## src/hdl/sadg_pkg.sv

```systemverilog
`default_nettype none

package sadg_pkg;

    // Level numbers and level totals are four bits wide: numbers 0 to 15, totals up to 15.
    localparam int LVL_BITS = 4;
    localparam int TOT_BITS = 4;

    typedef enum logic [1:0] {
        CMD_LOAD  = 2'd0,
        CMD_START = 2'd1,
        CMD_NEXT  = 2'd2,
        CMD_NONE  = 2'd3
    } cmd_e;

    // Operation carried by a token as it travels down the row of level cells.
    typedef enum logic [1:0] {
        OP_NONE  = 2'd0,
        OP_LOAD  = 2'd1,
        OP_START = 2'd2,
        OP_NEXT  = 2'd3
    } op_e;

    typedef logic [LVL_BITS-1:0] lvl_t;
    typedef logic [31:0]         word32_t;

    typedef struct packed {
        logic [1:0]         cmd;
        logic [2:0]         level;
        logic [23:0]        count;
        logic signed [31:0] src_offset;
        logic signed [31:0] dst_offset;
        logic signed [31:0] src_stride;
        logic signed [31:0] dst_stride;
        logic [31:0]        src_base;
        logic [31:0]        dst_base;
        logic [2:0]         first_level;
        logic [3:0]         level_total;
    } req_t;

    typedef struct packed {
        logic [31:0] src_addr;
        logic [31:0] dst_addr;
        logic        last;
    } rsp_t;

    // Descriptor data that rides along with a load token.
    typedef struct packed {
        logic signed [31:0] src_offset;
        logic signed [31:0] dst_offset;
        logic signed [31:0] src_stride;
        logic signed [31:0] dst_stride;
    } wr_t;

    // Control part of a token. For a load, lvl is the target level; for a start, it is
    // the first level; for a next, it is the level that steps. inner is the innermost level.
    typedef struct packed {
        op_e  op;
        lvl_t lvl;
        lvl_t inner;
        logic fin;
    } ctl_t;

endpackage

`default_nettype wire

```

## src/hdl/sadg_outq.sv

```systemverilog
`default_nettype none

module sadg_outq (
    input  wire                 clk,
    input  wire                 rst_n,
    input  wire                 push,
    input  wire sadg_pkg::rsp_t din,
    input  wire                 pop,
    output logic                valid,
    output sadg_pkg::rsp_t      dout,
    output logic                full
);

    sadg_pkg::rsp_t slot_reg [2];
    logic           wr_ptr_reg, wr_ptr_next;
    logic           rd_ptr_reg, rd_ptr_next;
    logic [1:0]     count_reg, count_next;

    always_comb
    begin
        wr_ptr_next = push ? !wr_ptr_reg : wr_ptr_reg;
        rd_ptr_next = pop ? !rd_ptr_reg : rd_ptr_reg;
        count_next  = count_reg + 2'(push) - 2'(pop);
    end

    always_ff @(posedge clk or negedge rst_n)
    begin
        if (!rst_n)
        begin
            wr_ptr_reg <= 1'b0;
            rd_ptr_reg <= 1'b0;
            count_reg  <= 2'd0;
        end
        else
        begin
            wr_ptr_reg <= wr_ptr_next;
            rd_ptr_reg <= rd_ptr_next;
            count_reg  <= count_next;
        end
    end

    always_ff @(posedge clk)
    begin
        if (push)
            slot_reg[wr_ptr_reg] <= din;
    end

    assign valid = (count_reg != 2'd0);
    assign full  = (count_reg == 2'd2);
    assign dout  = slot_reg[rd_ptr_reg];

    a_no_overflow: assert property (@(posedge clk) disable iff (!rst_n)
        push |-> (count_reg != 2'd2))
        else $error("result word pushed into a full queue");

    a_count_range: assert property (@(posedge clk) disable iff (!rst_n)
        (count_reg != 2'd3))
        else $error("result queue count out of range");

endmodule

`default_nettype wire

```

## config.mk

```make
export PLATFORM = sky130hd
export DESIGN_NAME = sadg_outq
export DESIGN_NICKNAME = d
export VERILOG_FILES = /design/src/hdl/sadg_pkg.sv /design/src/hdl/sadg_outq.sv
export SDC_FILE = /design/constraint.sdc
export NUM_CORES = 1
export LEC_CHECK = 0
export ABC_AREA = 1
export BUFFER_PORTS_ARGS = -buffer_cell sky130_fd_sc_hd__buf_2
export CAP_MARGIN = 10
export CORE_MARGIN = 2
export CORE_UTILIZATION = 40
export CTS_CLUSTER_SIZE = 24
export DETAILED_ROUTE_END_ITERATION = 7
export PLACE_DENSITY_LB_ADDON = 0.25
export SLEW_MARGIN = 20
export SYNTH_ARGS = -nofsm -noshare
export SYNTH_HDL_FRONTEND = slang
export SYNTH_SLANG_ARGS = --single-unit
export TNS_END_PERCENT = 20
```

## constraint.sdc

```tcl
create_clock -name clk -period 4.76 [get_ports clk]
set_clock_uncertainty 0.05 [all_clocks]
set_input_delay 0.952 -clock clk [delete_from_list [all_inputs] [get_ports clk]]
set_output_delay 0.952 -clock clk [all_outputs]
set_load 0.05 [all_outputs]
```

* After elaboration in Yosys (flattened, before gate mapping)
Memories as Yosys holds them, arrays and structs flattened. Index checks and enable logic that the tools add are counted. W data, S select, Z words.
Storage, ports and cells: memory bits (writable) 130, memories 1, memory bits (read-only) 0, register bits 4, logic and storage cells 12, latch bits 0, output and inout port bits 67
Cells by class: add/subtract/negate cells 2, reduce and logical (&&, ||, !) cells 3, div/mod/pow operators 0, mux-type cells 2, equal/unequal tests 1, bitwise gates (word level) 0, shift operators 0, order comparisons 0, multipliers 0
Memory list:
- slot_reg | words 2, bits a word 65, read ports 1, clocked after memory_dff 0, write ports 1, line sadg_outq.sv:14 | sadg_pkg::rsp_t slot_reg [2];
Operator list (count):
- $add A2 B1 Y2 | 1
- $eq A2 B2 Y1 const B | 1
- $logic_not A1 Y1 | 2
- $mux W1 | 2
- $reduce_bool A2 Y1 | 1
- $sub A2 B1 Y2 | 1

* Logic depth before layout (Yosys ltp)
depth after elaboration 2, depth in mapped cells 7, gate-level depth less buffers 7

* Worst setup path after synthesis
No wires, ideal clock.
kind in2reg, start in push, end mem slot_reg[0][0] in the netlist's numbering (enable), buffers on the path 0, setup time 490 ps, setup slack 502 ps, cell stages on the path 2, data arrival time 3718 ps, cells stage by stage inv_1 -> nor2_1
Between the ends: word-level cells in the longest chain between the ends 2
RTL lines:
- from (decl) | line sadg_outq.sv:6 | input wire push,
- $mux W1 | line sadg_outq.sv:44 | if (push)
- $mux W1 (implied by the code) | line sadg_outq.sv:45 | slot_reg[wr_ptr_reg] <= din;
- to (decl) | line sadg_outq.sv:14
Every way passes these cells.

==> impl_metrics.yaml <==
sta:
  final_hold_viol_count: 0
  max_slew_margin_pct: 31.5
  layout_setup_ws_ns: 1.72
  worstMarginPinSlew_ns: 1.02
  finalCritPeriodShare_pct: 63.9
  slew_viol_final: 0
  clock.fmax_ghz: 0.329
  final-setup-viol-count: 0
  finalSetupTns_ns: 0
  rsz0062_at_grt: "false"
  fin_crit_ns: 3.04
global_routing:
  grtUsageTotal_pct: 14.0
  grt_start_max_net_pins: 132
  grt_pass1_vias: 2858
  antenna_found_initial: 0
  grt_overflow: 0
  grt_pass1_wl_mm: 13.7
route:
  wl_mm: 8.83
  vias: 2982
  antenna_left: 0
  drc: 0
  drt_first_iter_violations: 140
  viasPerCell: 4.32
  wl_per_cell_um: 12.8
  first_pass_iters: 4
power:
  p_switching_mw: 2.09
  p_sw_share_pct: 42.3
  p_per_area_mw_per_mm2: 759
  p_comb_share_pct: 37.8
  p_leak_nw: 2.80
  clkPwrFrac_pct: 28.1
  intPower_mw: 2.86
  peakVddDrop_mv: 0.432
  seq_power_share_pct: 34.2
clock_network:
  cts_tree: "done"
  clock-sinks: 134
  cts_buffers: 17
  cts.repair.resized: 0
  clk_latency_ns: 0.42
  clkTransAtPathRegs_ns: 0.05
  cts_hold_buf: 0
  htreeDepth: 4
  clockBufferDepth: 2
  post_cts_buffers: 0
  cts_root_buf: "clkbuf_16"
synthesis:
  synth_area_mm2: 0.00502
  synth_warnings: 0
  synth_nets: 435
  yosysSeqAreaShare_pct: 79.7
  synth_seq_cells: 134
  avgSynthCellArea_um2: 13.8
  syn_inst: 364
  ys_types: 13
hold_path:
  worstHoldPathType: "input port to async pin"
die:
  coreArea_mm2: 0.0122
  dieWidth_um: 116
  initial_core_util_pct: 41.3
  die_h_um: 116
  rows: 40
  io_pins: 136
  die_area_mm2: 0.0135
final_layout:
  num-fill-cells: 1053
  layout-drive-gt1-share_pct: 33.2
  largest_register_ffs: 130
  mostFrequentLayoutCell: "buf_2"
  area_growth_pct: 29.7
  final_net_count: 579
  layout_common_cells: "buf_2 (135), edfxtp_1 (130), nand2_1 (72)"
setup_path:
  critPathMaxFanout: 69
  critPathLaunchType: "flop"
  worstSetupPathType: "flop to output port"
  worst_setup_path_end_kind: "output port"
  arrival_ns: 2.04
  required_ns: 3.76
place:
  pre_cts_slack_ns: 1.94
  hpwl_mm: 5.57
  portBuffers: 135
  finalWeightedCongestion: 0.712
outcome:
  status: "completed"
flow_run:
  maxCapViolCount: 0
## path summary, 6_finish.rpt
path / cells after the start / slack [ns] / end / startpoint
worst min register to register: 1 / 0.50 / wr_ptr_reg$_DFFE_PN0P_ / wr_ptr_reg$_DFFE_PN0P_
max in group asynchronous: 1 / 4.24 / rd_ptr_reg$_DFFE_PN0P_ / rst_n
min in group clk: 1 / 0.50 / wr_ptr_reg$_DFFE_PN0P_ / wr_ptr_reg$_DFFE_PN0P_
worst min-delay path: 1 / 0.28 / wr_ptr_reg$_DFFE_PN0P_ / rst_n
worst max register to register: 2 / 2.80 / slot_reg[0][3]$_DFFE_PP_ / wr_ptr_reg$_DFFE_PN0P_
worst max-delay path: 4 / 1.72 / dout[47] / rd_ptr_reg$_DFFE_PN0P_
## routing by layer
metal | up-vias | global-route usage (%) | share of wire (%)
met5 | - | 0 | 0
met3 | 15 | 6.07 | 8.7
met1 | 1337 | 16.6 | 42
met4 | 0 | 7.78 | 1.8
li1 | 1515 | - | -
met2 | 115 | 21.4 | 47
## final cells by class
class	instances	area, um2	share of cell area (%)
Clock inverter	15	210	3.23
Timing Repair Buffer	139	731	11.2
Antenna cell	1	2.50	0.0384
Multi-Input combinational cell	144	658	10.1
Sequential cell	134	4010	61.5
Tap cell	168	210	3.23
Clock buffer	17	425	6.53
Inverter	72	270	4.15
## power groups by stage
stage | registers [mW] | clock network (mW) | logic [mW]
2_1_floorplan | 1.65 | 0 | 1.54
3_3_place_gp | 1.78 | 0 | 1.79
3_5_place_dp | 1.79 | 0 | 1.80
4_1_cts | 1.77 | 1.42 | 1.81
5_1_grt | 1.73 | 1.46 | 2.00
6_report | 1.69 | 1.39 | 1.87
## cells by family (layout without fill, tap and decap cells)
kind of cell	Yosys count	in the layout	share of synthesized area [%]
DFF	134	134	79.7
AOI/OAI and AO/OA	65	65	6.47
xor gates and xnor gates	2	2	0.349
and+or+nand+nor	75	75	5.63
buffers and inverters	86	243	7.37
adders and majority gates	2	2	0.498
other	0	1	0
## cells in the mapped netlist
cell	instances	share of area (%)
buf_6	4	0.90
o21ai_0	65	6.5
dfrtp_1	4	2.0
nand3_1	1	0.10
nor2_1	2	0.15
xor2_1	2	0.35
edfxtp_1	130	78
inv_1	72	5.4
clkbuf_1	4	0.30
buf_4	4	0.60
buf_2	2	0.20
nand2_1	72	5.4
ha_1	2	0.50
## per-stage QoR
stage	std cells	utilization [%]	area (um2)	power, mW	hold slack (ns)
after floorplan	364	-	5020	3.19	0.413
after global placement	656	48.2	5860	3.57	0.479
after detailed placement	656	48.2	5860	3.59	0.490
after CTS	688	53.4	6490	4.99	0.267
after global routing	689	53.5	6510	5.19	0.268
final	690	53.6	6520	4.95	0.283
## critical path, cell delays in order, from the launching register on
cell and delay, ns:
dfrtp_4 0.77, buf_12 0.31, nand2_1 0.08, o21ai_0 0.11
buf_2 0.31
Power figures use the tool's default switching activity.
