$ cat src/hdl/sadg_pkg.sv
`default_nettype none

package sadg_pkg;

    // Level numbers and level totals are four bits wide: numbers 0 to 15, totals up to 15.
    localparam int LVL_BITS = 4;
    localparam int TOT_BITS = 4;

    typedef enum logic [1:0] {
        CMD_LOAD  = 2'd0,
        CMD_START = 2'd1,
        CMD_NEXT  = 2'd2,
        CMD_NONE  = 2'd3
    } cmd_e;

    // Operation carried by a token as it travels down the row of level cells.
    typedef enum logic [1:0] {
        OP_NONE  = 2'd0,
        OP_LOAD  = 2'd1,
        OP_START = 2'd2,
        OP_NEXT  = 2'd3
    } op_e;

    typedef logic [LVL_BITS-1:0] lvl_t;
    typedef logic [31:0]         word32_t;

    typedef struct packed {
        logic [1:0]         cmd;
        logic [2:0]         level;
        logic [23:0]        count;
        logic signed [31:0] src_offset;
        logic signed [31:0] dst_offset;
        logic signed [31:0] src_stride;
        logic signed [31:0] dst_stride;
        logic [31:0]        src_base;
        logic [31:0]        dst_base;
        logic [2:0]         first_level;
        logic [3:0]         level_total;
    } req_t;

    typedef struct packed {
        logic [31:0] src_addr;
        logic [31:0] dst_addr;
        logic        last;
    } rsp_t;

    // Descriptor data that rides along with a load token.
    typedef struct packed {
        logic signed [31:0] src_offset;
        logic signed [31:0] dst_offset;
        logic signed [31:0] src_stride;
        logic signed [31:0] dst_stride;
    } wr_t;

    // Control part of a token. For a load, lvl is the target level; for a start, it is
    // the first level; for a next, it is the level that steps. inner is the innermost level.
    typedef struct packed {
        op_e  op;
        lvl_t lvl;
        lvl_t inner;
        logic fin;
    } ctl_t;

endpackage

`default_nettype wire

$ cat src/hdl/sadg_ctrl.sv
`default_nettype none

module sadg_ctrl #(
    parameter int MAX_LEVELS = 8,
    parameter int ADDR_BITS  = 32,
    parameter int COUNT_BITS = 24
) (
    input  wire                   clk,
    input  wire                   rst_n,
    input  wire                   take,
    input  wire                   adv,
    input  wire sadg_pkg::req_t   req,
    output sadg_pkg::ctl_t        ctl,
    output sadg_pkg::wr_t         wr,
    output logic [ADDR_BITS-1:0]  src_bus,
    output logic [ADDR_BITS-1:0]  dst_bus
);

    localparam int CW1 = COUNT_BITS + 1;

    logic [COUNT_BITS-1:0]         cnt_reg  [MAX_LEVELS];
    logic [COUNT_BITS-1:0]         cnt_next [MAX_LEVELS];
    logic [COUNT_BITS-1:0]         idx_reg  [MAX_LEVELS];
    logic [COUNT_BITS-1:0]         idx_next [MAX_LEVELS];
    sadg_pkg::lvl_t                first_reg, first_next;
    logic [sadg_pkg::TOT_BITS-1:0] total_reg, total_next;
    logic                          running_reg, running_next;

    sadg_pkg::ctl_t                ctl_reg, ctl_next;
    sadg_pkg::wr_t                 wr_reg, wr_next;
    logic [ADDR_BITS-1:0]          src_bus_reg, src_bus_next;
    logic [ADDR_BITS-1:0]          dst_bus_reg, dst_bus_next;

    logic [sadg_pkg::TOT_BITS-1:0] total_sat;
    logic                          start_empty;
    logic [MAX_LEVELS-1:0]         more;
    logic                          any_more;
    sadg_pkg::lvl_t                step_lvl;

    // Start checks and the search for the deepest level that can still step.
    always_comb
    begin
        if (int'(req.level_total) > MAX_LEVELS)
            total_sat = sadg_pkg::TOT_BITS'(MAX_LEVELS);
        else
            total_sat = req.level_total;

        start_empty = !(int'(req.first_level) < int'(total_sat));
        for (int l = 0; l < MAX_LEVELS; l++)
        begin
            if (l >= int'(req.first_level) && l < int'(total_sat) && cnt_reg[l] == '0)
                start_empty = 1'b1;
        end

        any_more = 1'b0;
        step_lvl = '0;
        for (int l = 0; l < MAX_LEVELS; l++)
        begin
            more[l] = (l >= int'(first_reg)) && (l < int'(total_reg)) && (cnt_reg[l] != '0) &&
                      ((CW1'(idx_reg[l]) + CW1'(1)) < CW1'(cnt_reg[l]));
            if (more[l])
            begin
                any_more = 1'b1;
                step_lvl = sadg_pkg::lvl_t'(l);
            end
        end
    end

    // Next state and the token handed to the first cell.
    always_comb
    begin
        cnt_next     = cnt_reg;
        idx_next     = idx_reg;
        first_next   = first_reg;
        total_next   = total_reg;
        running_next = running_reg;
        ctl_next     = '0;
        ctl_next.op  = sadg_pkg::OP_NONE;
        wr_next      = wr_reg;
        src_bus_next = src_bus_reg;
        dst_bus_next = dst_bus_reg;

        if (take)
        begin
            case (req.cmd)
                sadg_pkg::CMD_LOAD:
                begin
                    for (int l = 0; l < MAX_LEVELS; l++)
                    begin
                        if (int'(req.level) == l)
                            cnt_next[l] = COUNT_BITS'(req.count);
                    end
                    ctl_next.op        = sadg_pkg::OP_LOAD;
                    ctl_next.lvl       = sadg_pkg::lvl_t'(req.level);
                    wr_next.src_offset = req.src_offset;
                    wr_next.dst_offset = req.dst_offset;
                    wr_next.src_stride = req.src_stride;
                    wr_next.dst_stride = req.dst_stride;
                end
                sadg_pkg::CMD_START:
                begin
                    first_next   = sadg_pkg::lvl_t'(req.first_level);
                    total_next   = total_sat;
                    running_next = 1'b0;
                    if (!start_empty)
                    begin
                        running_next = 1'b1;
                        for (int l = 0; l < MAX_LEVELS; l++)
                            idx_next[l] = '0;
                        ctl_next.op    = sadg_pkg::OP_START;
                        ctl_next.lvl   = sadg_pkg::lvl_t'(req.first_level);
                        ctl_next.inner = sadg_pkg::lvl_t'(total_sat - sadg_pkg::TOT_BITS'(1));
                        src_bus_next   = ADDR_BITS'(req.src_base);
                        dst_bus_next   = ADDR_BITS'(req.dst_base);
                    end
                end
                sadg_pkg::CMD_NEXT:
                begin
                    if (running_reg)
                    begin
                        ctl_next.op    = sadg_pkg::OP_NEXT;
                        ctl_next.lvl   = step_lvl;
                        ctl_next.inner = sadg_pkg::lvl_t'(total_reg - sadg_pkg::TOT_BITS'(1));
                        ctl_next.fin   = !any_more;
                        if (!any_more)
                            running_next = 1'b0;
                        else
                        begin
                            for (int l = 0; l < MAX_LEVELS; l++)
                            begin
                                if (sadg_pkg::lvl_t'(l) == step_lvl)
                                    idx_next[l] = idx_reg[l] + COUNT_BITS'(1);
                                else if (sadg_pkg::lvl_t'(l) > step_lvl && l < int'(total_reg))
                                    idx_next[l] = '0;
                            end
                        end
                    end
                end
                default:
                begin
                end
            endcase
        end
    end

    always_ff @(posedge clk or negedge rst_n)
    begin
        if (!rst_n)
        begin
            for (int l = 0; l < MAX_LEVELS; l++)
                idx_reg[l] <= '0;
            first_reg   <= '0;
            total_reg   <= sadg_pkg::TOT_BITS'(1);
            running_reg <= 1'b0;
            ctl_reg     <= '0;
        end
        else
        begin
            idx_reg     <= idx_next;
            first_reg   <= first_next;
            total_reg   <= total_next;
            running_reg <= running_next;
            if (adv)
                ctl_reg <= ctl_next;
        end
    end

    always_ff @(posedge clk)
    begin
        cnt_reg <= cnt_next;
        if (adv)
        begin
            wr_reg      <= wr_next;
            src_bus_reg <= src_bus_next;
            dst_bus_reg <= dst_bus_next;
        end
    end

    assign ctl     = ctl_reg;
    assign wr      = wr_reg;
    assign src_bus = src_bus_reg;
    assign dst_bus = dst_bus_reg;

    a_run_range: assert property (@(posedge clk) disable iff (!rst_n)
        running_reg |-> (first_reg < sadg_pkg::lvl_t'(total_reg)))
        else $error("running with first level not below level total");

    a_last_stops: assert property (@(posedge clk) disable iff (!rst_n)
        (take && req.cmd == sadg_pkg::CMD_NEXT && running_reg && !any_more) |=> !running_reg)
        else $error("transfer still running after its final pair");

    a_next_token: assert property (@(posedge clk) disable iff (!rst_n)
        (take && req.cmd == sadg_pkg::CMD_NEXT && running_reg) |=> (ctl_reg.op == sadg_pkg::OP_NEXT))
        else $error("accepted next request did not issue a token");

endmodule

`default_nettype wire

$ cat config.mk
export PLATFORM = sky130hd
export DESIGN_NAME = sadg_ctrl
export DESIGN_NICKNAME = d
export VERILOG_FILES = /design/src/hdl/sadg_pkg.sv /design/src/hdl/sadg_ctrl.sv
export SDC_FILE = /design/constraint.sdc
export NUM_CORES = 1
export LEC_CHECK = 0
export BUFFER_PORTS_ARGS = -buffer_cell sky130_fd_sc_hd__buf_2
export CAP_MARGIN = 20
export CORE_UTILIZATION = 50
export DETAILED_ROUTE_END_ITERATION = 8
export PLACE_DENSITY_LB_ADDON = 0.1
export SLEW_MARGIN = 20
export SYNTH_ARGS = -nofsm -noshare
export SYNTH_HDL_FRONTEND = slang
export SYNTH_SLANG_ARGS = --single-unit
$ cat constraint.sdc
create_clock -name clk -period 5.9 [get_ports clk]
set_input_delay 0.59 -clock clk [delete_from_list [all_inputs] [get_ports clk]]
set_output_delay 0.59 -clock clk [all_outputs]
set_load 0.005 [all_outputs]
After elaboration in Yosys (flattened, before gate mapping). Cells that the tools add are included.

Equality and inequality tests: 27. Multiplexer cells: 54. Add/subtract/negate cells: 18. Bitwise gates (word level): 1. Reductions and logical operators: 89. Order comparisons: 49.

Operators by type and width (count): two-way mux 192 bit (3); two-way mux 24 bit (16); one-hot mux 192 bit (2 select lines) (1); adder 24 x 1 -> 25 bit, second input constant (8); < comparator 25 x 24 -> 1 bit (8); adder 24 x 1 -> 24 bit, second input constant (8); zero test 24 bit (8); nonzero test 24 bit (8); AND reduction 6 bit (8); logical AND 1 bit (47); < comparator 3 x 4 -> 1 bit, first input constant (8); two-way mux 4 bit (7); AND reduction 3 bit (9); != test 3 bit, second input constant (8); two-way mux 11 bit (2); >= comparator 3 bit, first input constant (7); two-way mux 1 bit (21); one-hot mux 6 bit (3 select lines) (1); equality test 3 x 4 -> 1 bit, first input constant (4); > comparator 3 x 4 -> 1 bit, first input constant (4); < comparator 1 x 4 -> 1 bit, first input constant (4); < comparator 2 x 4 -> 1 bit, first input constant (4); equality test 3 bit, second input constant (4); >= comparator 1 x 3 -> 1 bit, first input constant (4); other kinds (24) (36).

Output and inout port bits: 203. Flip-flop bits (word level): 595. Logic and storage cells: 267.

Logic depth before layout (Yosys ltp).
Depth in word-level cells: 18. Mapped depth: 24.

Least setup slack after synthesis. Ideal clock, no wire load.

Kind: input-to-reg. From: input port req[3] (netlist bit). To: register dst_bus_reg[0] (netlist: dst_bus[0]), enable pin. Path slack: 0.202 ns. Arrival time: 5.212 ns. Path buffers: 1. Library setup time: 0.486 ns. Data required time: 5.414 ns. Stages: 10. Cells stage by stage: clkbuf_1 nand2b_1 ha_1 or4b_1 a21oi_1 o22ai_1 a21oi_1 o2111ai_1 or2_2 nor2_1.

Cells in the longest elaborated chain, start to end: 15. Elaborated cells on any way between the ends: 37.

Ends and longest elaborated chain: from (decl) (line sadg_ctrl.sv:12) `input wire sadg_pkg::req_t req,`; > comparator 4 bit (line sadg_ctrl.sv:43) `if (int'(req.level_total) > MAX_LEVELS)`; two-way mux 4 bit (*) (line sadg_ctrl.sv:43); < comparator 1 x 4 -> 1 bit (line sadg_ctrl.sv:51) `if (l >= int'(req.first_level) && l < int'(total_sat) && cnt_reg[l] == '0)`; logical AND 1 bit (2 in series) (line sadg_ctrl.sv:51); two-way mux 1 bit (7 in series) (line sadg_ctrl.sv:51); two-way mux 1 bit (*) (line sadg_ctrl.sv:51); NOT 1 bit (no line) (*); AND reduction 4 bit (no line) (*); to (signal assigned) (line sadg_ctrl.sv:175) `dst_bus_reg <= dst_bus_next;`; to (decl) (line sadg_ctrl.sv:32) `logic [ADDR_BITS-1:0] dst_bus_reg, dst_bus_next;`.

Every way passes the cells marked *; elsewhere a longest branch is shown, timed or not. A chain may end at the register's enable or synchronous reset.

Worst setup path in the final report.
From: register idx_reg[24] (netlist bit). To: register idx_reg[125] (netlist bit).

Cells in the longest elaborated chain, start to end: 10. Elaborated cells on any way between the ends: 17.

Ends and longest elaborated chain: from (decl) (line sadg_ctrl.sv:23) `logic [COUNT_BITS-1:0] idx_reg [MAX_LEVELS];`; from (signal assigned) (line sadg_ctrl.sv:159) `idx_reg <= idx_next;`; adder 24 x 1 -> 25 bit (*) (line sadg_ctrl.sv:60) `((CW1'(idx_reg[l]) + CW1'(1)) < CW1'(cnt_reg[l]));`; < comparator 25 x 24 -> 1 bit (*) (line sadg_ctrl.sv:60); logical AND 1 bit (*) (line sadg_ctrl.sv:59) `more[l] = (l >= int'(first_reg)) && (l < int'(total_reg)) && (cnt_reg[l] != '0) &&`; branches (longest 7 deep; another with > comparator 2 x 4 -> 1 bit).

Mark *: on every way between the ends. The select of a mux whose other input is x is not followed.

==> results.json <==
{
  "drive_above_1_share_pct": 20.29,
  "fillerInstances": 4891,
  "fin_ws_ns": 0.3754,
  "p_sw_uw": 2368,
  "chipWidth_um": 246.5,
  "outcome": "complete, no violations",
  "synth_top_area_share_pct": 38.59,
  "ys_seq_area_share_pct": 56.19,
  "crit_path_max_fanout": 12,
  "cp.arrival_ns": 6.05,
  "die_area_mm2": 0.06074,
  "tns_ns": 0,
  "wirelength_um": 87510,
  "cts.clk_slew.worst_paths_ns": 0.06,
  "final_cell_count_no_fill": 3948,
  "slew_violations": 0,
  "worst_ir_drop_vdd_uv": 226.5,
  "drt-wirelength-per-cell_um": 22.17,
  "gp_congestion": 0.9742,
  "min_period_over_period_pct": 93.64,
  "synth_fp_nets": 3089,
  "maxCapViolCount": 0,
  "clk_latency_ns": 0.61,
  "cp.required_ns": 6.42,
  "swShare_pct": 25.19,
  "row_count": 89,
  "yosysTopAreaCell": "edfxtp_1",
  "p_clk_share_pct": 41.6,
  "post-route-util_pct": 59.68,
  "hold_violations": 0,
  "post-place-ws_ns": 0.1788,
  "clk_path_buf_depth": 3,
  "synth_edf_count": 384,
  "cts_tree": "built",
  "slew_headroom_pct": 32.36,
  "top_level_ports": 435,
  "powerDensity_mw_per_mm2": 266.9,
  "hold_class": "in2async",
  "finClkSkew_ns": 0.02047,
  "place_hpwl_um": 63340,
  "mappedNetlistArea_mm2": 0.02988,
  "grt_pass1_vias": 21787,
  "grt_pass1_wl_um": 129700,
  "critPathMostFrequentCell": "and3_1",
  "crit_slowest_cell": "nor3_2",
  "ant_nets": 0,
  "tightest_slew_ns": 1.009,
  "layout.nets": 3554,
  "firstDrtPassIters": 6,
  "path_cells": "ha_1 > nand3_4 > nor2_4 > nand4_4 > nor2_1 > and3_1 > and3_1 > and3_1 > xnor2_1 > inv_1 > ha_1 > nand4_1 > nor4_1 > o21ai_0 > a31oi_1 > a2111oi_2 > or4b_1 > buf_4 > nor3_2 > a31oi_1 > o22ai_1",
  "cp-end-kind": "flop",
  "core_mm2": 0.05902,
  "synth_cell_types": 88,
  "crit_path_start_kind": "flop",
  "cts_buffers": 66,
  "p_leak_uw": 0.01538,
  "min_period_ns": 5.525,
  "slowest_delay_ns": 0.77,
  "multi_input_area_mm2": 0.01177,
  "seqPwrFrac_pct": 49.3,
  "p_total_uw": 9402,
  "rsz0062_at_grt": "no",
  "internal_power_uw": 7034,
  "synth_area_per_cell_um2": 11.27,
  "drc": 0,
  "yosys_warnings": 0,
  "drt-initial-drc-count": 1916,
  "synth_flop_cell": "edfxtp_1",
  "antenna_found_initial": 22,
  "initial_core_util_pct": 50.63,
  "synth_area_leaders": "edfxtp_1 39%, dfrtp_1 18%, ha_1 8.6%",
  "cpLargestDelayFamily": "simple AND/OR/NAND/NOR gates",
  "viasPerCell": 5.784,
  "combinationalPowerShare_pct": 9.1,
  "cts_max_level": 3,
  "die_h_um": 246.5,
  "synth_seq_cells": 594,
  "cts_root_buf": "clkbuf_16",
  "ys_async_sr_fraction_pct": 35.35,
  "track_usage_pct": 28.47,
  "dp_cells": 3819,
  "vias": 22835,
  "fmax_mhz": 181.0,
  "syn-instance-count": 2651,
  "setup_viol": 0,
  "grt-ovfl-total": 0,
  "worst-path-buf-inv": 2,
  "crit_type": "reg2reg",
  "cts.sinks": 594,
  "area_growth_pct": 17.89,
  "layout.area.seq_mm2": 0.01679,
  "grt_max_degree": 112,
  "io_buffer_count": 433
}
## final cells by class
cell class,count,area share [%]
Sequential cell,594,47.66
Inverter,277,2.952
Multi-Input combinational cell,1691,33.41
Antenna cell,6,0.04263
Clock inverter,35,0.7140
Clock buffer,86,5.076
Tap cell,773,2.746
Timing Repair Buffer,486,7.403
## cells in the mapped netlist, types with 12 or more instances
master	n
a211oi_1	13
a21o_1	22
a21oi_1	80
a221o_1	14
a22o_1	35
a31oi_1	30
and2_1	13
and3_1	42
and4_1	13
buf_2	13
clkbuf_1	65
dfrtp_1	209
edfxtp_1	384
ha_1	206
inv_1	277
mux2i_1	33
nand2_1	267
nand2b_1	20
nand3_1	123
nand4_1	69
nor2_1	109
nor3_1	44
nor4_1	57
o21ai_0	127
o22ai_1	25
o31ai_1	33
or2_2	12
xnor2_1	107
xor2_1	54
## power groups by stage
stage	Sequential (uW)	Clock (uW)	Combinational, uW
global route	4640	4160	921
finish	4630	3910	857
detailed placement	4710	0	840
CTS	4630	4000	844
floorplan	4690	0	427
global placement	4710	0	819
## layout by cell type, fill, tap and decap left out, types with 35 or more instances in the layout
master,netlist,layout
edfxtp_1,384,384
a21oi_1,80,80
xor2_1,54,54
nor3_1,44,42
and3_1,42,41
dfrtp_1,209,209
xnor2_1,107,107
inv_1,277,277
nand3_1,123,123
nor2_1,109,102
clkbuf_16,0,67
nand2_1,267,267
buf_4,6,50
nor4_1,57,57
a22o_1,35,35
ha_1,206,206
buf_2,13,432
o21ai_0,127,127
nand4_1,69,69
## kinds of logic (layout without fill, tap and decap cells)
kind of cell | after synthesis | count (layout) | synth area share (%)
XOR/XNOR | 161 | 161 | 4.719
AND/OR/NAND/NOR | 812 | 813 | 13.64
other | 1 | 7 | 0.01255
buffers and inverters | 367 | 884 | 4.820
multiplexers | 42 | 42 | 1.470
flip-flops | 594 | 594 | 56.19
adder cells (fa/ha/maj) | 206 | 206 | 8.626
AO/OA/AOI/OAI | 468 | 468 | 10.52
## per-layer routing
layer  global-route usage, %  vias up  wire (um)
met5                       0        -         58
met4                   8.170       10       2272
li1                        -    10581          -
met1                   38.71    11238      36530
met2                   46.86      859      41780
met3                   4.728      147       6875
## through the flow
| stage | hold WS [ns] | area [um2] |
|---|---|---|
| 2_1_floorplan | 0.2944 | 29880 |
| 3_3_place_gp | 0.4850 | 33120 |
| 3_5_place_dp | 0.4790 | 33140 |
| 4_1_cts | 0.1202 | 35180 |
| 5_1_grt | 0.1287 | 35210 |
| 6_report | 0.07835 | 35220 |
## worst paths after layout
kind	startpoint	to	slack [ns]	depth (start not counted)
setup / recovery	idx_reg[24]	idx_reg[125]	0.38	21
hold / removal	rst_n	ctl[9]	0.08	1
setup reg to reg	idx_reg[24]	idx_reg[125]	0.38	21
hold reg to reg	idx_reg[47]	idx_reg[47]	0.49	1
max in group asynchronous	rst_n	idx_reg[73]	4.38	2
min in group clk	req[154]	wr[83]	0.16	1
## what timing repair did
item | CTS | global route
hold buffers | 0 | 0
hold endpoints to repair | 0 | 0
setup endpoints to repair | 0 | 32
gates resized for setup | 0 | 1
setup buffers | 0 | 1
Power figures use the tool's default switching activity.
