[src/hdl/sadg_pkg.sv]
`default_nettype none

package sadg_pkg;

    // Level numbers and level totals are four bits wide: numbers 0 to 15, totals up to 15.
    localparam int LVL_BITS = 4;
    localparam int TOT_BITS = 4;

    typedef enum logic [1:0] {
        CMD_LOAD  = 2'd0,
        CMD_START = 2'd1,
        CMD_NEXT  = 2'd2,
        CMD_NONE  = 2'd3
    } cmd_e;

    // Operation carried by a token as it travels down the row of level cells.
    typedef enum logic [1:0] {
        OP_NONE  = 2'd0,
        OP_LOAD  = 2'd1,
        OP_START = 2'd2,
        OP_NEXT  = 2'd3
    } op_e;

    typedef logic [LVL_BITS-1:0] lvl_t;
    typedef logic [31:0]         word32_t;

    typedef struct packed {
        logic [1:0]         cmd;
        logic [2:0]         level;
        logic [23:0]        count;
        logic signed [31:0] src_offset;
        logic signed [31:0] dst_offset;
        logic signed [31:0] src_stride;
        logic signed [31:0] dst_stride;
        logic [31:0]        src_base;
        logic [31:0]        dst_base;
        logic [2:0]         first_level;
        logic [3:0]         level_total;
    } req_t;

    typedef struct packed {
        logic [31:0] src_addr;
        logic [31:0] dst_addr;
        logic        last;
    } rsp_t;

    // Descriptor data that rides along with a load token.
    typedef struct packed {
        logic signed [31:0] src_offset;
        logic signed [31:0] dst_offset;
        logic signed [31:0] src_stride;
        logic signed [31:0] dst_stride;
    } wr_t;

    // Control part of a token. For a load, lvl is the target level; for a start, it is
    // the first level; for a next, it is the level that steps. inner is the innermost level.
    typedef struct packed {
        op_e  op;
        lvl_t lvl;
        lvl_t inner;
        logic fin;
    } ctl_t;

endpackage

`default_nettype wire

[src/hdl/sadg_cell.sv]
`default_nettype none

module sadg_cell #(
    parameter int IDX       = 0,
    parameter int ADDR_BITS = 32
) (
    input  wire                         clk,
    input  wire                         rst_n,
    input  wire                         adv,
    input  wire sadg_pkg::ctl_t         ctl_in,
    input  wire sadg_pkg::wr_t          wr_in,
    input  wire [ADDR_BITS-1:0]         src_bus_in,
    input  wire [ADDR_BITS-1:0]         dst_bus_in,
    input  wire [ADDR_BITS-1:0]         src_cap_in,
    input  wire [ADDR_BITS-1:0]         dst_cap_in,
    output sadg_pkg::ctl_t              ctl_out,
    output sadg_pkg::wr_t               wr_out,
    output logic [ADDR_BITS-1:0]        src_bus_out,
    output logic [ADDR_BITS-1:0]        dst_bus_out,
    output logic [ADDR_BITS-1:0]        src_cap_out,
    output logic [ADDR_BITS-1:0]        dst_cap_out
);

    localparam sadg_pkg::lvl_t MY_LVL = sadg_pkg::lvl_t'(IDX);

    logic signed [31:0]   src_off_reg, src_off_next;
    logic signed [31:0]   dst_off_reg, dst_off_next;
    logic signed [31:0]   src_stride_reg, src_stride_next;
    logic signed [31:0]   dst_stride_reg, dst_stride_next;
    logic [ADDR_BITS-1:0] src_pos_reg, src_pos_next;
    logic [ADDR_BITS-1:0] dst_pos_reg, dst_pos_next;

    sadg_pkg::ctl_t       ctl_reg;
    sadg_pkg::wr_t        wr_reg;
    logic [ADDR_BITS-1:0] src_bus_reg, src_bus_next;
    logic [ADDR_BITS-1:0] dst_bus_reg, dst_bus_next;
    logic [ADDR_BITS-1:0] src_cap_reg, src_cap_next;
    logic [ADDR_BITS-1:0] dst_cap_reg, dst_cap_next;

    always_comb
    begin
        src_off_next    = src_off_reg;
        dst_off_next    = dst_off_reg;
        src_stride_next = src_stride_reg;
        dst_stride_next = dst_stride_reg;
        src_pos_next    = src_pos_reg;
        dst_pos_next    = dst_pos_reg;
        src_bus_next    = src_bus_in;
        dst_bus_next    = dst_bus_in;
        src_cap_next    = src_cap_in;
        dst_cap_next    = dst_cap_in;

        case (ctl_in.op)
            sadg_pkg::OP_LOAD:
            begin
                if (ctl_in.lvl == MY_LVL)
                begin
                    src_off_next    = wr_in.src_offset;
                    dst_off_next    = wr_in.dst_offset;
                    src_stride_next = wr_in.src_stride;
                    dst_stride_next = wr_in.dst_stride;
                end
            end
            sadg_pkg::OP_START:
            begin
                if (MY_LVL >= ctl_in.lvl && MY_LVL <= ctl_in.inner)
                begin
                    src_pos_next = src_bus_in + ADDR_BITS'(src_off_reg);
                    dst_pos_next = dst_bus_in + ADDR_BITS'(dst_off_reg);
                    src_bus_next = src_pos_next;
                    dst_bus_next = dst_pos_next;
                end
            end
            sadg_pkg::OP_NEXT:
            begin
                // The innermost level hands out its position as it stood before this step.
                if (MY_LVL == ctl_in.inner)
                begin
                    src_cap_next = src_pos_reg;
                    dst_cap_next = dst_pos_reg;
                end
                if (!ctl_in.fin)
                begin
                    if (MY_LVL < ctl_in.lvl)
                    begin
                        src_bus_next = src_pos_reg;
                        dst_bus_next = dst_pos_reg;
                    end
                    else if (MY_LVL == ctl_in.lvl)
                    begin
                        src_pos_next = src_pos_reg + ADDR_BITS'(src_stride_reg);
                        dst_pos_next = dst_pos_reg + ADDR_BITS'(dst_stride_reg);
                        src_bus_next = src_pos_next;
                        dst_bus_next = dst_pos_next;
                    end
                    else if (MY_LVL <= ctl_in.inner)
                    begin
                        src_pos_next = src_bus_in + ADDR_BITS'(src_off_reg);
                        dst_pos_next = dst_bus_in + ADDR_BITS'(dst_off_reg);
                        src_bus_next = src_pos_next;
                        dst_bus_next = dst_pos_next;
                    end
                end
            end
            default:
            begin
            end
        endcase
    end

    always_ff @(posedge clk or negedge rst_n)
    begin
        if (!rst_n)
        begin
            src_pos_reg <= '0;
            dst_pos_reg <= '0;
            ctl_reg     <= '0;
        end
        else if (adv)
        begin
            src_pos_reg <= src_pos_next;
            dst_pos_reg <= dst_pos_next;
            ctl_reg     <= ctl_in;
        end
    end

    always_ff @(posedge clk)
    begin
        if (adv)
        begin
            src_off_reg    <= src_off_next;
            dst_off_reg    <= dst_off_next;
            src_stride_reg <= src_stride_next;
            dst_stride_reg <= dst_stride_next;
            wr_reg         <= wr_in;
            src_bus_reg    <= src_bus_next;
            dst_bus_reg    <= dst_bus_next;
            src_cap_reg    <= src_cap_next;
            dst_cap_reg    <= dst_cap_next;
        end
    end

    assign ctl_out     = ctl_reg;
    assign wr_out      = wr_reg;
    assign src_bus_out = src_bus_reg;
    assign dst_bus_out = dst_bus_reg;
    assign src_cap_out = src_cap_reg;
    assign dst_cap_out = dst_cap_reg;

endmodule

`default_nettype wire

[config.mk]
export PLATFORM = sky130hd
export DESIGN_NAME = sadg_cell
export DESIGN_NICKNAME = d
export VERILOG_FILES = /design/src/hdl/sadg_pkg.sv /design/src/hdl/sadg_cell.sv
export SDC_FILE = /design/constraint.sdc
export NUM_CORES = 1
export LEC_CHECK = 0
export BUFFER_PORTS_ARGS = -buffer_cell sky130_fd_sc_hd__buf_4
export CORE_UTILIZATION = 40
export DETAILED_ROUTE_END_ITERATION = 6
export GPL_TIMING_DRIVEN = 0
export HOLD_SLACK_MARGIN = 0.12
export PLACE_DENSITY = 0.68
export SLEW_MARGIN = 20
export SYNTH_ARGS = -nofsm -noshare
export SYNTH_HDL_FRONTEND = slang
export SYNTH_SLANG_ARGS = --single-unit
[constraint.sdc]
create_clock -name clk -period 3 [get_ports clk]
set_input_delay 0 -clock clk [delete_from_list [all_inputs] [get_ports clk]]
set_output_delay 0 -clock clk [all_outputs]
set_load 0.05 [all_outputs]
-- After elaboration in Yosys (flattened, before gate mapping)
Cells that the tools add are included.
- eq/ne operators: 7
- mux-type cells: 28
- $add $sub $neg: 4
- reductions and logical operators: 6
- order comparisons: 3
- operators by type and width (kind ; number):
    2-to-1 mux 32 bit ; 24
    one-hot mux 32 bit (2 select lines) ; 4
    adder 32 bit ; 4
    zero test 4 bit ; 2
    != test 2 bit (second input constant) ; 3
    AND reduction 6 bit ; 1
    equality test 2 bit (second input constant) ; 2
    >= comparator 1 x 4 -> 1 bit (first input constant) ; 1
    less-or-equal comparator 1 x 4 -> 1 bit (first input constant) ; 1
    < comparator 1 x 4 -> 1 bit (first input constant) ; 1
    != test 3 bit (second input constant) ; 1
    AND reduction 3 bit ; 1
    equality test 2 x 1 -> 1 bit (second input constant) ; 1
    nonzero test 2 bit ; 1
    logical AND 1 bit ; 1
- logic and storage cells: 66
- bits in registers: 459
- bits of input ports: 270
- output and inout port bits: 267

-- Longest topological paths before layout
Gate-level depths: netlist of run 1.
- depth in word-level cells: 6
- gate-level depth with buffers: 11

-- Worst setup path after synthesis of run 1
OpenSTA, ideal clock, no wires.
- path kind: input-to-reg
- start: in ctl_in[5] in the netlist's numbering
- end: reg dst_off_reg[0] (enable)
- setup time: 0.499 ns
- cell stages on the path: 4
- data arrival time: 4.176 ns
- slack: -1.676 ns
- cell sequence: nor4_1 clkbuf_1 clkbuf_1 and4_1
- cells in the longest elaborated chain, start to end: 2
- ends and longest elaborated chain (item ; line ; source):
    start: declaration ; sadg_cell.sv:10 ; input wire sadg_pkg::ctl_t ctl_in,
    zero test 4 bit ; sadg_cell.sv:56 ; if (ctl_in.lvl == MY_LVL)
    AND reduction 3 bit (no line) ; - ;
    end signal: assignment ; sadg_cell.sv:132 ; dst_off_reg <= dst_off_next;
    end: declaration ; sadg_cell.sv:27 ; logic signed [31:0] dst_off_reg, dst_off_next;
No other way between the ends.
A chain may end at the register's enable or synchronous reset.

-- Worst setup path after layout of run 1
- start: reg src_off_reg[0]
- end: reg src_bus_reg[22] (netlist: src_bus_out[22]) (data pin)
- cells in the longest elaborated chain, start to end: 6
- ends and longest elaborated chain (item ; line ; source):
    start: declaration ; sadg_cell.sv:26 ; logic signed [31:0] src_off_reg, src_off_next;
    start signal: assignment ; sadg_cell.sv:131 ; src_off_reg <= src_off_next;
    adder 32 bit (*) ; sadg_cell.sv:68, sadg_cell.sv:98 ;
    2-to-1 mux 32 bit ; sadg_cell.sv:96 ; else if (MY_LVL <= ctl_in.inner)
    2-to-1 mux 32 bit ; sadg_cell.sv:89 ; else if (MY_LVL == ctl_in.lvl)
    2-to-1 mux 32 bit ; sadg_cell.sv:84 ; if (MY_LVL < ctl_in.lvl)
    2-to-1 mux 32 bit ; sadg_cell.sv:82 ; if (!ctl_in.fin)
    one-hot mux 32 bit (2 select lines) (*) ; sadg_cell.sv:53 ; case (ctl_in.op)
    via src_bus_next[22] ; sadg_cell.sv:35 ; logic [ADDR_BITS-1:0] src_bus_reg, src_bus_next;
    end signal: assignment ; sadg_cell.sv:136 ; src_bus_reg <= src_bus_next;
    end: declaration ; sadg_cell.sv:35 ;
The timed path passes the listed nets; every way through them passes the cells marked *.

==> results_dict.tcl, run 1 <==
set metrics [dict create \
    clock_latency_ns 0.62 \
    start_util_pct 40.7 \
    die_h_um 248 \
    dp_hpwl_um 69800 \
    fin_skew_ns 0.0291 \
    drive_gt1_share_pct 33.0 \
    ioPinCount 537 \
    drv_slew 0 \
    fmax_mhz 307 \
    synth_top_area_share_pct 47.8 \
    layout.cells.non_filler 3907 \
    netlist_instances 2046 \
    globalplace.congestion 0.926 \
    htree_levels 2 \
    final_cell_area_mm2 0.0370 \
    max-clock-path-buffers 3 \
    holdWs_ns 0.131 \
    num_rows 89 \
    layout_min_cycle_time_ns 3.26 \
    crit_path_top_delay_cell "edfxtp_1" \
    cp-end-kind "register" \
    numCtsBuffers 50 \
    rsz0062_at_grt "true" \
    critPathKind "register to register" \
    grt_max_degree 90 \
    dieArea_mm2 0.0613 \
    cts_tree "done" \
    async_flop_share_pct 16.3 \
    avgRoutedWirePerCell_um 26.4 \
    finalCritPeriodShare_pct 109 \
    cts.clk_slew.worst_paths_ns 0.08 \
    worst_ep_arrival_time_ns 3.59 \
    overflow 0 \
    max_stage_delay_ns 0.42 \
    largest_reg_flops 128 \
    port_buffers 535 \
    antenna_found_initial 5 \
    p_leak_uw 0.0149 \
    routed_via_density 5.81 \
    detail-route-antenna-nets 0 \
    hp-class "input pin to register" \
    grt_pass1_vias 22500 \
    dp.cells 3362 \
    wirelength_um 103000 \
    grt_pass1_wl_um 146000 \
    yosys_most_used_dff "edfxtp_1" \
    clockRootBuffer "clkbuf_16" \
    status "finished, violations left" \
    dr.pass1.iters 7 \
    yosysUniqueCellTypes 89 \
    grt_use_total_pct 32.5 \
    synth_edf_count 384 \
    placed_area_mm2 0.0293 \
    worst_slew_pin_slew_ns 1.25 \
    violations "DRC, setup timing" \
    dp_slack_ns -0.978 \
    core_mm2 0.0592 \
    synth_area_mm2 0.0241 \
    synth-seq-area-share_pct 55.6 \
    cts.sinks 459 \
    setup_viol 38 \
    yosys.area.top_type "edfxtp_1" \
    drv_cap 0 \
    syn_nets 2444 \
    fin_nets 3486 \
    cp-start-kind "register" \
    syn-mean-instance-area_um2 11.8 \
    worstPathRequired_ns 3.33 \
    detail_route.iter0.violations 2045 \
    synth_area_leaders "edfxtp_1 48%, dfrtp_1 7.8%, ha_1 6.4%" \
    p_per_area_mw_per_mm2 580 \
    peakVddDrop_uv 605 \
    vias 22700 \
    relSlewSlack_pct 16.7 \
    yosys_warnings 0 \
    area_growth_syn_to_layout_pct 53.4 \
    drc 31 \
    cp_max_fo 3 \
    synth-seq-cells 459 \
    crit_chain "ha_4 > fa_2 > a21o_1 > a221oi_4 > a211oi_4 > nor4_4 > buf_4 > o21ai_1 > a21boi_1 > xnor2_1 > a222oi_1 > nand2_1" \
    hold_viol_final 0 \
    die_x_um 248 \
    setup_ws_ns -0.261 \
]
[cells by family (layout without fill, tap and decap cells)]
kind of cell | count (synthesis) | count (layout) | synth area share (%)
and+or+nand+nor | 496 | 496 | 9.29
AOI/OAI and AO/OA | 664 | 664 | 18.6
xor gates and xnor gates | 103 | 103 | 3.74
adders and majority gates | 128 | 128 | 6.77
DFF | 459 | 459 | 55.6
buffers and inverters | 105 | 1189 | 1.74
other | 0 | 4 | 0
muxes | 91 | 91 | 4.19
[per-layer routing]
layer | global-route usage, % | wire length (um)
met4 | 11.0 | 4060
met5 | 0 | 11
met1 | 40.8 | 40000
met3 | 5.54 | 7940
met2 | 56.3 | 51000
[worst max-delay path: cells and delay by family, from the launching register on]
| kind | cells | cell delay, ns |
|---|---|---|
| compound gates | 6 | 1.32 |
| fa+ha+maj | 2 | 0.53 |
| flops | 1 | 0.42 |
| simple gates | 2 | 0.40 |
| buf+inv | 1 | 0.19 |
| xor+xnor | 1 | 0.12 |
[final timing paths]
| kind | startpoint | end | slack, ns | cells past startpoint |
|---|---|---|---|---|
| min in group asynchronous | rst_n | dst_pos_reg[7] | 0.59 | 3 |
| worst min register to register | ctl_out[6] | ctl_out[6] | 0.51 | 1 |
| max in group asynchronous | rst_n | dst_pos_reg[16] | 1.81 | 4 |
| worst max-delay path | src_off_reg[0] | src_bus_out[22] | -0.26 | 12 |
| worst min-delay path | wr_in[30] | dst_stride_reg[30] | 0.13 | 2 |
| worst max register to register | src_off_reg[0] | src_bus_out[22] | -0.26 | 12 |
[stage by stage]
stage | util, % | TNS, ns | power, uW
2_1_floorplan | - | 0 | 11300
3_3_place_gp | 49.1 | -471.11 | 13100
3_5_place_dp | 49.5 | -123.60 | 13200
4_1_cts | 60.6 | -1.45 | 20900
5_1_grt | 62.4 | -7.67 | 22200
6_report | 62.4 | -3.37 | 21500
[cell usage after synthesis (all sizes together), types with 12 or more instances]
library cell / instances
o21ai: 114
a221o: 21
xnor2: 65
dfrtp: 75
nor2: 127
and2: 12
a211oi: 27
nand2: 216
o21bai: 21
nor2b: 12
inv: 24
edfxtp: 384
nor3: 22
a31oi: 33
o21a: 18
a22oi: 28
a22o: 18
a21o: 75
o211ai: 17
and3: 17
nand2b: 13
a222oi: 15
xor2: 38
mux2: 80
nand3: 30
a21oi: 185
clkbuf: 72
nand4: 13
ha: 124
[cells in the final DEF, fill, tap and decap left out, types with 18 or more instances in the layout]
cell type | synthesis | final
a21o_1 | 75 | 75
a21oi_1 | 185 | 159
a221o_1 | 21 | 21
a22o_1 | 18 | 18
a22oi_1 | 28 | 25
a31oi_1 | 32 | 28
buf_4 | 1 | 615
clkbuf_1 | 70 | 68
clkbuf_16 | 0 | 50
dfrtp_1 | 75 | 66
dlygate4sd3_1 | 0 | 356
edfxtp_1 | 384 | 384
ha_1 | 124 | 82
ha_4 | 0 | 32
inv_1 | 23 | 23
mux2_2 | 80 | 80
nand2_1 | 216 | 212
nand3_1 | 30 | 26
nor2_1 | 127 | 120
nor3_1 | 22 | 20
o21ai_0 | 88 | 71
o21ai_1 | 26 | 23
xnor2_1 | 65 | 52
xor2_1 | 38 | 31
[power by group]
part           internal (uW)  switching [uW]
clock network           4010            2880
logic                   2710            3900
registers               7470             492
total                  14200            7270
[area by class of cell]
type	count	area (um^2)
repair buffers	991	8500
clock inverters	40	527
plain buffers	80	332
diodes	4	10.0
clock buffers	54	1280
fillers	4444	22300
well taps	773	967
multi-input cells	1482	11900
flip-flops and latches	459	13400
inverters	24	90.1
[timing repair]
action / in CTS / in global routing
pin swaps: 58 / 107
hold endpoints to repair: 560 / 0
endpoints found under the setup margin: 169 / 52
gates resized for setup: 137 / 144
buffers inserted: 54 / 38
hold buffers: 357 / 0
Note: power is estimated with default switching activity, not from simulation.
==> run 2: changes to the inputs <==
- GPL_TIMING_DRIVEN: 0 -> not set
==> run 2 against run 1 <==
  * The flow still finishes with violations (DRC, setup timing)
  * Power is 0.86% lower
  * Sequential power is 1% lower
  * Die area stayed put
  * Clock power is 3% lower
  * Setup slack better by 0.083 ns
  * Non-clock buffer count is 93 higher
  * Core utilization is 0.78 points higher
  * Register-to-register slack better by 0.08 ns
  * Via count is 0.59% higher
  * First-iteration DRC count is 19% higher
  * Combinational power is 2% higher
  * Critical path type unchanged
==> results_dict.tcl, run 2 (synthesis results as in run 1) <==
set metrics [dict create \
    drv_slew 0 \
    violations "DRC, setup timing" \
    grt_pass1_wl_um 142000 \
    layout.cells.non_filler 3999 \
    layout.cells.most_common_list "772 x buf_4, 384 x edfxtp_1, 371 x dlygate4sd3_1" \
    dp_hpwl_um 65600 \
    fillCellCount 4436 \
    grtUsageMet1_pct 39.0 \
    grt-busiest-layer "met2" \
    min_path_cells 2 \
    port_buffers 536 \
    cts.sinks 459 \
    ioPinCount 537 \
    clockRootBuffer "clkbuf_16" \
    worstPathRequired_ns 3.37 \
    fin_nets 3580 \
    routed_via_density 5.71 \
    die_x_um 248 \
    drc 31 \
    met3_usage_pct 4.78 \
    detail_route.iter0.violations 2437 \
    globalplace.congestion 0.963 \
    rsz0062_at_grt "true" \
    cp-end-kind "register" \
    vias 22900 \
    overflow 0 \
    finalPower_uw 21300 \
    wirelength_um 98800 \
    peakVddDrop_uv 385 \
    min_to "wr_out[24]" \
    detail-route-antenna-nets 0 \
    grt_max_degree 141 \
    hp-class "input pin to register" \
    cts_tree "done" \
    fmax_mhz 315 \
    core_mm2 0.0592 \
    setup_viol 17 \
    hold_viol_final 0 \
    setup_ws_ns -0.179 \
    status "finished, violations left" \
    avgRoutedWirePerCell_um 24.7 \
    drive_gt1_share_pct 34.9 \
    relSlewSlack_pct 27.3 \
    die_h_um 248 \
    met2_usage_pct 54.2 \
    htree_levels 2 \
    p_leak_uw 0.0155 \
    drv_cap 0 \
    dp.cells 3489 \
    worst_slew_pin_slew_ns 1.09 \
    area_growth_syn_to_layout_pct 55.3 \
    numCtsBuffers 51 \
    r2r_start "src_off_reg[0]" \
    timing.rr.end "src_bus_out[14]" \
    num_rows 89 \
    max-clock-path-buffers 3 \
    layout_min_cycle_time_ns 3.18 \
    p_per_area_mw_per_mm2 568 \
    cp-start-kind "register" \
    dieArea_mm2 0.0613 \
    antenna_found_initial 1 \
    final_util_pct 63.2 \
    fin_skew_ns 0.0279 \
    critPathKind "register to register" \
    cts.clk_slew.worst_paths_ns 0.07 \
    finalCritPeriodShare_pct 106 \
    hp-start "wr_in[24]" \
    start_util_pct 40.7 \
    dp_slack_ns -0.300 \
    worst_ep_arrival_time_ns 3.55 \
    grt_use_total_pct 31.2 \
    rrSetupSlack_ns -0.18 \
    largest_reg_flops 128 \
    r2r_cells 13 \
    layout_commonest_cell "buf_4" \
    clock_latency_ns 0.62 \
    cp_max_fo 3 \
    grt_pass1_vias 23400 \
    dr.pass1.iters 7 \
]
-- run 2: worst max-delay path, stage by stage, from the launching register on --
cell	delay, ns
edfxtp_1	0.44
ha_4	0.21
fa_2	0.35
a21o_1	0.22
a221oi_4	0.31
buf_4	0.17
buf_6	0.10
a21oi_4	0.05
a31oi_1	0.20
buf_4	0.17
buf_6	0.10
xor2_2	0.19
o31ai_2	0.09
a221o_1	0.33
-- run 2: timing repair --
action,4_1_cts,5_1_grt
endpoints found under the hold margin,544,0
endpoints found under the setup margin,55,58
hold buffers,372,0
buffers inserted,16,29
pin swaps,39,79
gates resized for setup,71,119
-- run 2: how the worst max path moves through the flow --
stage | slack (ns) | to | startpoint
floorplan | 0.04 | src_bus_out[30] | src_off_reg[0]
global placement | -0.26 | src_bus_out[30] | src_off_reg[0]
detailed placement | -0.30 | src_bus_out[30] | src_off_reg[0]
CTS | -0.11 | dst_bus_out[23] | dst_off_reg[4]
global route | -0.25 | src_bus_out[30] | src_off_reg[0]
finish | -0.18 | src_bus_out[14] | src_off_reg[0]
-- run 2: power breakdown --
| part | switching [uW] | internal [uW] |
|---|---|---|
| registers | 377 | 7470 |
| clock network | 2810 | 3890 |
| logic | 3850 | 2870 |
-- run 2: per-layer routing --
layer	share of wire, %	wire length [um]	up-vias
met1	39	38500	11200
li1	-	-	10200
met3	7.5	7360	268
met2	50	49100	1191
met5	0	0	-
met4	4.0	3940	0
-- run 2: final cells by class --
| type | count | area, um^2 | area share (%) |
|---|---|---|---|
| Multi-Input combinational cell | 1482 | 11400 | 30.3 |
| Clock buffer | 65 | 1380 | 3.69 |
| Timing Repair Buffer | 1164 | 9840 | 26.3 |
| Inverter | 24 | 90.1 | 0.241 |
| Sequential cell | 459 | 13400 | 35.8 |
| Antenna cell | 1 | 2.50 | 0.00668 |
| Clock inverter | 31 | 389 | 1.04 |
| Tap cell | 773 | 967 | 2.58 |
-- run 2: per-stage QoR --
stage	setup TNS [ns]	instance area, um^2	hold WS, ns
finish	-1.33	37400	0.129
global route	-3.85	37400	0.131
CTS	-0.696	36600	0.120
detailed placement	-6.25	30600	0.0478
global placement	-3.25	30600	0.0527
floorplan	0	24100	-0.296
